===== config.mk =====
export PLATFORM = sky130hd
export DESIGN_NAME = sse_data_event_parser_unit
export DESIGN_NICKNAME = d
export VERILOG_FILES = /design/src/rtl/sdep_pkg.sv /design/src/rtl/sdep_parse.sv /design/src/rtl/sdep_out_reg.sv /design/src/rtl/sse_data_event_parser_unit.sv
export SDC_FILE = /design/constraint.sdc
export NUM_CORES = 1
export LEC_CHECK = 0
export CORE_UTILIZATION = 37
export DETAILED_ROUTE_END_ITERATION = 8
export DONT_BUFFER_PORTS = 1
export GPL_TIMING_DRIVEN = 0
export SETUP_SLACK_MARGIN = 0.15
export SLEW_MARGIN = 20
export SYNTH_ARGS = -nofsm -noshare
export SYNTH_HDL_FRONTEND = slang
export SYNTH_HIERARCHICAL = 1
export SYNTH_SLANG_ARGS = --single-unit

===== constraint.sdc =====
create_clock -name clk -period 2.98 [get_ports clk]
set_input_delay 0.596 -clock clk [delete_from_list [all_inputs] [get_ports clk]]
set_output_delay 0.596 -clock clk [all_outputs]
set_load 0.02 [all_outputs]

===== src/rtl/sdep_pkg.sv =====
// Shared types, constants and helpers of the SSE data event parser.
`default_nettype none

package sdep_pkg;

	localparam int LINE_BITS  = 21;
	localparam int EVENT_BITS = 22;
	localparam int DEFAULT_COUNT_BITS = 22;

	localparam logic [LINE_BITS-1:0]  LINE_LIMIT_RESET  = 21'h100000;
	localparam logic [EVENT_BITS-1:0] EVENT_LIMIT_RESET = 22'h200000;

	// Configuration register indexes.
	localparam logic CFG_MAX_LINE  = 1'b0;
	localparam logic CFG_MAX_EVENT = 1'b1;

	// Stream bytes with a special meaning.
	localparam logic [7:0] CHAR_CR    = 8'h0d;
	localparam logic [7:0] CHAR_LF    = 8'h0a;
	localparam logic [7:0] CHAR_SPACE = 8'h20;

	// Length of the "data:" prefix.
	localparam logic [2:0] PREFIX_LEN = 3'd5;

	typedef enum logic [1:0] {
		KIND_BYTE       = 2'd0,
		KIND_END        = 2'd1,
		KIND_LINE_FAIL  = 2'd2,
		KIND_EVENT_FAIL = 2'd3
	} kind_t;

	typedef enum logic [1:0] {
		CLASS_UNDECIDED = 2'd0,
		CLASS_DATA      = 2'd1,
		CLASS_IGNORED   = 2'd2
	} line_class_t;

	typedef struct packed {
		kind_t      kind;
		logic [7:0] data;
	} result_t;

	// Character of "data:" at a given position of the line.
	function automatic logic [7:0] prefix_char(input logic [2:0] pos);
		logic [7:0] c;
		case (pos)
			3'd0: c = 8'h64;
			3'd1: c = 8'h61;
			3'd2: c = 8'h74;
			3'd3: c = 8'h61;
			3'd4: c = 8'h3a;
			default: c = 8'h00;
		endcase
		return c;
	endfunction

endpackage

`default_nettype wire


===== src/rtl/sdep_parse.sv =====
// Line and event state of the parser and the per-byte decision logic.
`default_nettype none

module sdep_parse #(
	parameter int COUNT_BITS = sdep_pkg::DEFAULT_COUNT_BITS
) (
	input  wire                             clk,
	input  wire                             arst_n,
	input  wire                             fire,
	input  wire                             command,
	input  wire  [7:0]                      in_byte,
	input  wire  [sdep_pkg::LINE_BITS-1:0]  max_line,
	input  wire  [sdep_pkg::EVENT_BITS-1:0] max_event,
	output logic                            res_valid,
	output sdep_pkg::result_t               res
);
	import sdep_pkg::*;

	localparam int CMP_BITS = (COUNT_BITS > EVENT_BITS) ? COUNT_BITS : EVENT_BITS;

	logic                  failed_q, failed_d;
	logic [LINE_BITS-1:0]  line_len_q, line_len_d;
	logic [2:0]            pos_q, pos_d;
	line_class_t           class_q, class_d;
	logic                  space_q, space_d;
	logic [COUNT_BITS-1:0] ev_len_q, ev_len_d;
	logic                  over_q, over_d;

	logic                  ev_full;

	// The event count stops at the limit or at the top of the counter.
	always_comb begin
		ev_full = (CMP_BITS'(ev_len_q) >= CMP_BITS'(max_event)) || (&ev_len_q);
	end

	// Next state and result for the request in the input register.
	always_comb begin
		failed_d   = failed_q;
		line_len_d = line_len_q;
		pos_d      = pos_q;
		class_d    = class_q;
		space_d    = space_q;
		ev_len_d   = ev_len_q;
		over_d     = over_q;
		res_valid  = 1'b0;
		res.kind   = KIND_BYTE;
		res.data   = 8'h00;

		if (!failed_q) begin
			if (command || in_byte == CHAR_LF) begin
				if (line_len_q != '0 && class_q == CLASS_DATA && over_q) begin
					failed_d  = 1'b1;
					res_valid = 1'b1;
					res.kind  = KIND_EVENT_FAIL;
					ev_len_d  = '0;
					over_d    = 1'b0;
				end else if (command || line_len_q == '0) begin
					// Finish or empty line closes a non-empty event.
					if (ev_len_q != '0) begin
						res_valid = 1'b1;
						res.kind  = KIND_END;
					end
					ev_len_d = '0;
					over_d   = 1'b0;
				end
				line_len_d = '0;
				pos_d      = '0;
				class_d    = CLASS_UNDECIDED;
				space_d    = 1'b0;
			end else if (in_byte == CHAR_CR) begin
				// Carriage returns are dropped.
			end else if (line_len_q >= max_line) begin
				failed_d   = 1'b1;
				res_valid  = 1'b1;
				res.kind   = KIND_LINE_FAIL;
				line_len_d = '0;
				pos_d      = '0;
				class_d    = CLASS_UNDECIDED;
				space_d    = 1'b0;
				ev_len_d   = '0;
				over_d     = 1'b0;
			end else begin
				line_len_d = line_len_q + 1'b1;
				case (class_q)
					CLASS_UNDECIDED: begin
						if (pos_q < PREFIX_LEN && in_byte == prefix_char(pos_q)) begin
							pos_d = pos_q + 1'b1;
							if (pos_q == PREFIX_LEN - 1'b1) begin
								class_d = CLASS_DATA;
								space_d = 1'b1;
								// Separator before a further data line.
								if (ev_len_q != '0) begin
									if (ev_full) over_d = 1'b1;
									else ev_len_d = ev_len_q + 1'b1;
									res_valid = 1'b1;
									res.data  = CHAR_LF;
								end
							end
						end else begin
							class_d = CLASS_IGNORED;
						end
					end
					CLASS_DATA: begin
						space_d = 1'b0;
						if (!(space_q && in_byte == CHAR_SPACE)) begin
							if (ev_full) over_d = 1'b1;
							else ev_len_d = ev_len_q + 1'b1;
							res_valid = 1'b1;
							res.data  = in_byte;
						end
					end
					default: begin
					end
				endcase
			end
		end
	end

	// State registers advance once per processed request.
	always_ff @(posedge clk or negedge arst_n) begin
		if (!arst_n) begin
			failed_q   <= 1'b0;
			line_len_q <= '0;
			pos_q      <= '0;
			class_q    <= CLASS_UNDECIDED;
			space_q    <= 1'b0;
			ev_len_q   <= '0;
			over_q     <= 1'b0;
		end else if (fire) begin
			failed_q   <= failed_d;
			line_len_q <= line_len_d;
			pos_q      <= pos_d;
			class_q    <= class_d;
			space_q    <= space_d;
			ev_len_q   <= ev_len_d;
			over_q     <= over_d;
		end
	end

endmodule

`default_nettype wire


===== src/rtl/sdep_out_reg.sv =====
// Result register that holds one result until the consumer takes it.
`default_nettype none

module sdep_out_reg (
	input  wire               clk,
	input  wire               arst_n,
	input  wire               load,
	input  wire sdep_pkg::result_t res,
	input  wire               out_stall,
	output logic              out_valid,
	output logic              free,
	output logic [1:0]        kind,
	output logic [7:0]        out_byte
);
	import sdep_pkg::*;

	logic    valid_q;
	result_t res_q;

	// Room for a new result when empty or when the held one leaves now.
	always_comb begin
		free      = !valid_q || !out_stall;
		out_valid = valid_q;
		kind      = res_q.kind;
		out_byte  = res_q.data;
	end

	always_ff @(posedge clk or negedge arst_n) begin
		if (!arst_n) begin
			valid_q <= 1'b0;
		end else if (load) begin
			valid_q <= 1'b1;
		end else if (!out_stall) begin
			valid_q <= 1'b0;
		end
	end

	always_ff @(posedge clk) begin
		if (load) begin
			res_q <= res;
		end
	end

endmodule

`default_nettype wire


===== src/rtl/sse_data_event_parser_unit.sv =====
// Top level of the SSE data event parser: input register, parser, result register.
//
//  Channel  Signals                         Direction  Request holds
//  in       in_valid, in_stall              in         command, in_byte
//  out      out_valid, out_stall            out        kind, out_byte
//  cfg      cfg_we, cfg_index, cfg_data     in         register write
//
// One request per cycle is accepted while in_stall is low; it is held in the input
// register and its result, if any, is loaded into the result register once that has room.
// Reset clears all line and event state and loads the default limits.
// A stalled result holds the result register; the input register then
// holds its request and in_stall rises until the result register frees.
`default_nettype none

module sse_data_event_parser_unit #(
	parameter int COUNT_BITS = sdep_pkg::DEFAULT_COUNT_BITS
) (
	input  wire                             clk,
	input  wire                             arst_n,
	input  wire                             in_valid,
	output logic                            in_stall,
	input  wire                             command,
	input  wire  [7:0]                      in_byte,
	output logic                            out_valid,
	input  wire                             out_stall,
	output logic [1:0]                      kind,
	output logic [7:0]                      out_byte,
	input  wire                             cfg_we,
	input  wire                             cfg_index,
	input  wire  [sdep_pkg::EVENT_BITS-1:0] cfg_data
);
	import sdep_pkg::*;

	logic                  valid_s1;
	logic                  command_s1;
	logic [7:0]            byte_s1;
	logic [LINE_BITS-1:0]  max_line_q;
	logic [EVENT_BITS-1:0] max_event_q;
	logic                  fire;
	logic                  free;
	logic                  res_valid;
	result_t               res;

	// The held request is processed when the result register has room.
	always_comb begin
		fire     = valid_s1 && free;
		in_stall = valid_s1 && !fire;
	end

	// Input register.
	always_ff @(posedge clk or negedge arst_n) begin
		if (!arst_n) begin
			valid_s1 <= 1'b0;
		end else if (!in_stall) begin
			valid_s1 <= in_valid;
		end
	end

	always_ff @(posedge clk) begin
		if (in_valid && !in_stall) begin
			command_s1 <= command;
			byte_s1    <= in_byte;
		end
	end

	// Limit registers.
	always_ff @(posedge clk or negedge arst_n) begin
		if (!arst_n) begin
			max_line_q  <= LINE_LIMIT_RESET;
			max_event_q <= EVENT_LIMIT_RESET;
		end else if (cfg_we) begin
			if (cfg_index == CFG_MAX_LINE) max_line_q <= cfg_data[LINE_BITS-1:0];
			if (cfg_index == CFG_MAX_EVENT) max_event_q <= cfg_data;
		end
	end

	sdep_parse #(
		.COUNT_BITS(COUNT_BITS)
	) u_parse (
		.clk       (clk),
		.arst_n    (arst_n),
		.fire      (fire),
		.command   (command_s1),
		.in_byte   (byte_s1),
		.max_line  (max_line_q),
		.max_event (max_event_q),
		.res_valid (res_valid),
		.res       (res)
	);

	sdep_out_reg u_out_reg (
		.clk       (clk),
		.arst_n    (arst_n),
		.load      (fire && res_valid),
		.res       (res),
		.out_stall (out_stall),
		.out_valid (out_valid),
		.free      (free),
		.kind      (kind),
		.out_byte  (out_byte)
	);

endmodule

`default_nettype wire

==> After elaboration in Yosys (flattened, before gate mapping) <==
Index checks and enable logic that the tools add are counted.
{ "classes": {"addsub": 3, "magnitude_cmp": 3, "reduce_logical": 34, "mux": 78, "eq_ne": 17, "bitwise": 2} }
{ "ops": {"columns": ["op", "count"], "rows": [
  ["two-way mux 22 bit", 10],
  ["two-way mux 8 bit", 9],
  ["two-way mux 21 bit", 3],
  ["one-hot mux 22 bit (2 select lines)", 1],
  ["two-way mux 1 bit", 33],
  ["one-hot mux 7 bit (4 select lines)", 1],
  ["adder 22 x 1 -> 22 bit, second input constant", 1],
  [">= comparator 22 bit", 1],
  ["AND reduction 22 bit", 1],
  ["nonzero test 22 bit", 1],
  ["adder 21 x 1 -> 21 bit, second input constant", 1],
  [">= comparator 21 bit", 1],
  ["logical NOT 21 bit", 1],
  ["nonzero test 21 bit", 1],
  ["two-way mux 2 bit", 10],
  ["equality test 8 x 4 -> 1 bit, second input constant", 2],
  ["one-hot mux 8 bit (2 select lines)", 1],
  ["two-way mux 3 bit", 5],
  ["inequality test 4 x 1 -> 1 bit, second input constant", 3],
  ["two-way mux 10 bit", 1],
  ["AND reduction 5 bit", 2],
  ["AND reduction 9 bit", 1],
  ["equality test 8 x 6 -> 1 bit, second input constant", 1],
  ["equality test 8 bit", 1],
  ["other kinds (25)", 45]
]} }
{ "totals": {"wordCells": 152, "ff_bits": 115, "inputBits": 37} }

==> Logic depth before layout (Yosys ltp) <==
{ "depth": {"depth_word": 18, "mapped_depth": 11} }

==> By module <==
Netlist, hierarchy kept.
{ "modules_own_cells": {"columns": ["mod", "instances", "cells_each", "area_each_um2", "seq_area_each_um2"], "rows": [
  ["sdep_parse", 1, 502, 4221.5, 1276.2],
  ["sse_data_event_parser_unit", 1, 108, 2033.2, 1373.8],
  ["sdep_out_reg", 1, 13, 336.6, 325.3]
]} }

==> Worst setup path after synthesis <==
No wires, ideal clock.
{ "synth_path": {"kind": "register -> register", "from": "reg u_parse.line_len_q[18]", "to": "reg u_out_reg.valid_q (netlist: u_out_reg/out_valid)", "arrival_time_ps": 2660, "required_ps": 2862, "path_stages_with_launch": 10, "synth_period_minus_slack_ps": 2779, "setup_slack_ps": 201, "setup_ps": 118, "path_cell_list": "dfrtp_1 ha_1 a211oi_1 nor2_1 a2111oi_2 o211ai_2 or3_2 and3_1 and3_1 a21o_1"} }
{ "synth_via": {"elab_chain_len": 8, "elab_cells_between_ends": 15, "classes_between": "1 x order compare; 1 x eq/ne; 7 x mux; 6 x reduce/logical"} }
{ "synth_lines": {"columns": ["item", "line_no", "source"], "rows": [
  ["from (decl)", "sdep_parse.sv:22", "logic [LINE_BITS-1:0] line_len_q, line_len_d;"],
  ["from (signal assigned)", "sdep_parse.sv:131", "line_len_q <= line_len_d;"],
  ["branches (longest 4 deep; another with >= comparator 21 bit)", null, null],
  ["two-way mux 1 bit (*)", "sdep_parse.sv:50", "if (command || in_byte == CHAR_LF) begin"],
  ["two-way mux 1 bit (*)", "sdep_parse.sv:49", "if (!failed_q) begin"],
  ["named net res_valid", "sse_data_event_parser_unit.sv:41", "logic res_valid;"],
  ["logical AND 1 bit (*)", "sse_data_event_parser_unit.sv:94", ".load (fire && res_valid),"],
  ["inequality test 2 x 1 -> 1 bit (no line) or two-way mux 1 bit (tied branches)", null, null],
  ["to (signal assigned)", "sdep_out_reg.sv:30", "valid_q <= 1'b0;"],
  ["to (signal assigned)", "sdep_out_reg.sv:32", "valid_q <= 1'b1;"],
  ["to (signal assigned)", "sdep_out_reg.sv:34", "valid_q <= 1'b0;"],
  ["to (decl)", "sdep_out_reg.sv:17", "logic valid_q;"]
]} }
Mark *: on every way through the listed nets, which the timed path passes.
A chain may end at the register's enable or synchronous reset.

==> Final worst setup path <==
{ "layout_path": {"from": "reg u_parse.pos_q[0]", "to": "reg u_parse.ev_len_q[4]"} }
{ "layout_via": {"elab_chain_len": 12, "elab_cells_between_ends": 18, "classes_between": "1 x order compare; 7 x eq/ne; 6 x mux; 4 x reduce/logical"} }
{ "layout_lines": {"columns": ["item", "line_no", "source"], "rows": [
  ["from (decl)", "sdep_parse.sv:23", "logic [2:0] pos_q, pos_d;"],
  ["from (signal assigned)", "sdep_parse.sv:132", "pos_q <= pos_d;"],
  ["equality test 3 x 1 -> 1 bit or equality test 3 x 2 -> 1 bit (tied branches)", "sdep_pkg.sv:46", "case (pos)"],
  ["OR reduction 2 bit (no line)", null, null],
  ["one-hot mux 7 bit (4 select lines)", "sdep_pkg.sv:46", null],
  ["two-way mux 8 bit", "sdep_parse.sv:84", "case (class_q)"],
  ["two-way mux 8 bit", "sdep_parse.sv:72", "end else if (line_len_q >= max_line) begin"],
  ["two-way mux 8 bit", "sdep_parse.sv:70", "end else if (in_byte == CHAR_CR) begin"],
  ["two-way mux 8 bit", "sdep_parse.sv:50", null],
  ["two-way mux 8 bit", "sdep_parse.sv:49", null],
  ["equality test 8 bit", "sdep_parse.sv:86", "if (pos_q < PREFIX_LEN && in_byte == prefix_char(pos_q)) begin"],
  ["logical AND 1 bit", "sdep_parse.sv:86", null],
  ["inequality test 4 x 1 -> 1 bit (no line)", null, null],
  ["AND reduction 9 bit (no line) (*)", null, null],
  ["to (signal assigned)", "sdep_parse.sv:135", "ev_len_q <= ev_len_d;"],
  ["to (decl)", "sdep_parse.sv:26", "logic [COUNT_BITS-1:0] ev_len_q, ev_len_d;"]
]} }
Mark *: on every way between the ends. The rest lies on a longest branch, timed or not. The select of a mux whose other input is x is not followed.

==> flow_metrics.env <==
export IMPL_post_route_min_period_ns=2.90
export IMPL_critical_path_max_stage_delay_ns=0.45
export IMPL_via_per_inst=5.61
export IMPL_fin_skew_ns=0.00774
export IMPL_max_slew_margin_rel_pct=33.1
export IMPL_path_buf_inv=3
export IMPL_cp_cell_sequence="inv_2 -> ha_4 -> nor4b_4 -> a21oi_2 -> or4_4 -> nor4_4 -> nor2_4 -> or3_4 -> buf_12 -> clkbuf_16 -> o31ai_4"
export IMPL_synth_common_cells="dfrtp_1 (94), inv_1 (51), ha_1 (50)"
export IMPL_slowest_stage="or4_4"
export IMPL_ys_types=72
export IMPL_insertion_delay_ns=0.42
export IMPL_grt_pass1_wl_um=26000
export IMPL_grt_total_usage_pct=18.7
export IMPL_fmax_mhz=345
export IMPL_root_buffer="clkbuf_16"
export IMPL_worstPathMaxFanout=7
export IMPL_syn_inst=623
export IMPL_ys_seq_elements=115
export IMPL_synthTopCellsByArea="dfrtp_1 (36%), ha_1 (9.5%), edfxtp_1 (8.7%), mux2_4 (4.6%), mux2_2 (3.8%)"
export IMPL_arrival_ns=3.22
export IMPL_antenna_found_initial=0
export IMPL_gp_congestion=0.855
export IMPL_criticalPathCategory="flip-flop to flip-flop"
export IMPL_worstMarginPinSlew_ns=1.00
export IMPL_final_util_pct=47.0
export IMPL_drtIter0Drc=405
export IMPL_synth_fp_nets=710
export IMPL_cts_buffer_depth=2
export IMPL_die_h_um=135
export IMPL_setup_violations=0
export IMPL_diodes=0
export IMPL_cts_max_level=4
export IMPL_yosysMostFrequentCell="dfrtp_1"
export IMPL_dieArea_mm2=0.0184
export IMPL_num_rows=48
export IMPL_drv_slew=0
export IMPL_cts_sinks=115
export IMPL_timing_rr_end="u_parse/ev_len_q[4]"
export IMPL_post_route_cells_drive_above_1_share_pct=26.5
export IMPL_powerDensity_mw_per_mm2=513
export IMPL_required_ns=3.30
export IMPL_cap_violations=0
export IMPL_path_delay_family="simple AND/OR/NAND/NOR gates"
export IMPL_synthArstFlopShare_pct=83.5
export IMPL_start_util_pct=38.0
export IMPL_ys_warn_count=6
export IMPL_rrSetupSlack_ns=0.08
export IMPL_seq_area_frac_synth_pct=45.1
export IMPL_rsz0062_at_grt="yes"
export IMPL_pwr_share_comb_pct=11.2
export IMPL_die_x_um=135
export IMPL_path_clk_slew_ns=0.05
export IMPL_hp_class="primary input to async pin"
export IMPL_seq_power_share_pct=43.5
export IMPL_p_switching_w=0.00106
export IMPL_p_sw_share_pct=25.2
export IMPL_cp_num_cells=11
export IMPL_grt_max_degree=95
export IMPL_worst_setup_path_start_kind="flip-flop"
export IMPL_netlist_area_leader_share_pct=35.7
export IMPL_ant_nets=0
export IMPL_ir_drop_mv=0.356
export IMPL_wirelength_um=16700
export IMPL_status="completed"
export IMPL_cp_endpoint="u_parse/ev_len_q[4]"
export IMPL_coreArea_mm2=0.0174
export IMPL_dp_hpwl_um=11200
export IMPL_syn_avg_cell_area_um2=10.6
export IMPL_cts_made_buffers=17
export IMPL_fin_hold_ws_ns=0.0202
export IMPL_synth_edff_count=19
export IMPL_grt_overflow=0
export IMPL_yosys_area_top_type="dfrtp_1"
export IMPL_first_pass_iters=5
export IMPL_post_route_period_util_pct=97.2
export IMPL_timing_rr_start="u_parse/pos_q[0]"
export IMPL_wl_per_cell_um=18.5
export IMPL_grt_pass1_vias=4874
export IMPL_hold_viol=0
export IMPL_area_growth_syn_to_layout_pct=23.7
export IMPL_ys_flop_type="dfrtp_1"
export IMPL_vias=5069
export IMPL_drcViolationCount=0
export IMPL_syn_area_mm2=0.00659
export IMPL_tritoncts="yes"
export IMPL_portBuffers=0
export IMPL_power_frac_clock_pct=45.3
export IMPL_r2r_cells=11
export IMPL_p_int_w=0.00313
export IMPL_setup_tns_ns=0
export IMPL_ioPinCount=49
export IMPL_nets=753
export IMPL_crit_path_end_kind="flip-flop"
export IMPL_p_leak_nw=3.65
export IMPL_critPathLaunch="u_parse/pos_q[0]"
## cells in the final DEF, fill, tap and decap left out, types with 18 or more instances in the layout
master,count
dfrtp_1,91
inv_1,48
nand2_1,48
ha_1,48
nor2_1,42
mux2_2,22
a21oi_1,22
mux2_4,20
edfxtp_1,19
nand3_1,19
o21ai_0,19
clkbuf_16,18
buf_4,18
## final cells by class
class                           instances  area [um2]
Fill cell                            1474        9210
Multi-Input combinational cell        444        3760
Sequential cell                       115        2980
Clock buffer                           22         464
Tap cell                              225         282
Timing Repair Buffer                   23         224
Inverter                               51         191
Buffer                                 14         161
Clock inverter                         10        85.1
## what timing repair did
action / 4_1_cts / 5_1_grt
hold buffers: 1 / 1
endpoints found under the hold margin: 94 / 1
setup buffers: 13 / 7
setup endpoints to repair: 63 / 52
pin swaps: 6 / 13
cloned: 1 / 1
gates resized for setup: 30 / 89
## how the worst min path moves through the flow
stage / depth (start not counted) / end / slack (ns)
after floorplan: 0 / max_event_q[0] / 0.30
after detailed placement: 0 / max_line_q[0] / 0.31
after global routing: 0 / max_line_q[20] / 0.003
final: 0 / max_line_q[20] / 0.02
after CTS: 0 / max_event_q[21] / 0.001
after global placement: 0 / max_line_q[4] / 0.31
## power by group through the flow
stage	registers, W	logic (W)	clock network (W)
2_1_floorplan	0.00180	0.000328	0
3_3_place_gp	0.00184	0.000389	0
3_5_place_dp	0.00184	0.000408	0
4_1_cts	0.00182	0.000460	0.00192
5_1_grt	0.00184	0.000531	0.00200
6_report	0.00182	0.000468	0.00189
## per-stage QoR
stage	cell area (um2)	setup WS, ns	total power [W]	std cells
after floorplan	6590	0.201	0.00213	623
after global placement	6870	-0.305	0.00223	848
after detailed placement	6870	-0.344	0.00225	848
after CTS	7690	0.114	0.00420	895
after global routing	8150	-0.0450	0.00436	904
final	8150	0.0821	0.00418	904
## per-layer routing
| layer | vias up | share of wire [%] | GRT usage, % | routed length (um) |
|---|---|---|---|---|
| met2 | 150 | 50 | 31.5 | 8360 |
| met1 | 2500 | 43 | 23.3 | 7200 |
| li1 | 2387 | - | - | - |
| met5 | - | 0 | 0 | 0 |
| met3 | 32 | 4.9 | 4.19 | 827 |
| met4 | 0 | 2.1 | 6.87 | 352 |
## cell families (layout without fill, tap and decap cells)
| kind of cell | after synthesis | in the layout | synth area share (%) |
|---|---|---|---|
| AO/OA/AOI/OAI | 122 | 122 | 12.9 |
| XOR/XNOR | 16 | 16 | 2.13 |
| adder cells (fa/ha/maj) | 50 | 50 | 9.49 |
| buffers and inverters | 65 | 120 | 4.67 |
| flip-flops | 115 | 115 | 45.1 |
| multiplexers | 43 | 43 | 8.49 |
| AND/OR/NAND/NOR | 212 | 213 | 17.1 |
## flip-flops by register name, summed over array words and instances (netlist names)
signal and flops:
byte_s1 8, command_s1 1, max_event_q 22, max_line_q 21, u_out_reg/kind 2, u_out_reg/out_byte 8
u_out_reg/out_valid 1, u_parse/class_q 2, u_parse/ev_len_q 22, u_parse/failed_q 1, u_parse/line_len_q 21, u_parse/over_q 1
u_parse/pos_q 3, u_parse/space_q 1, valid_s1 1
(Power assumes the default switching activity.)
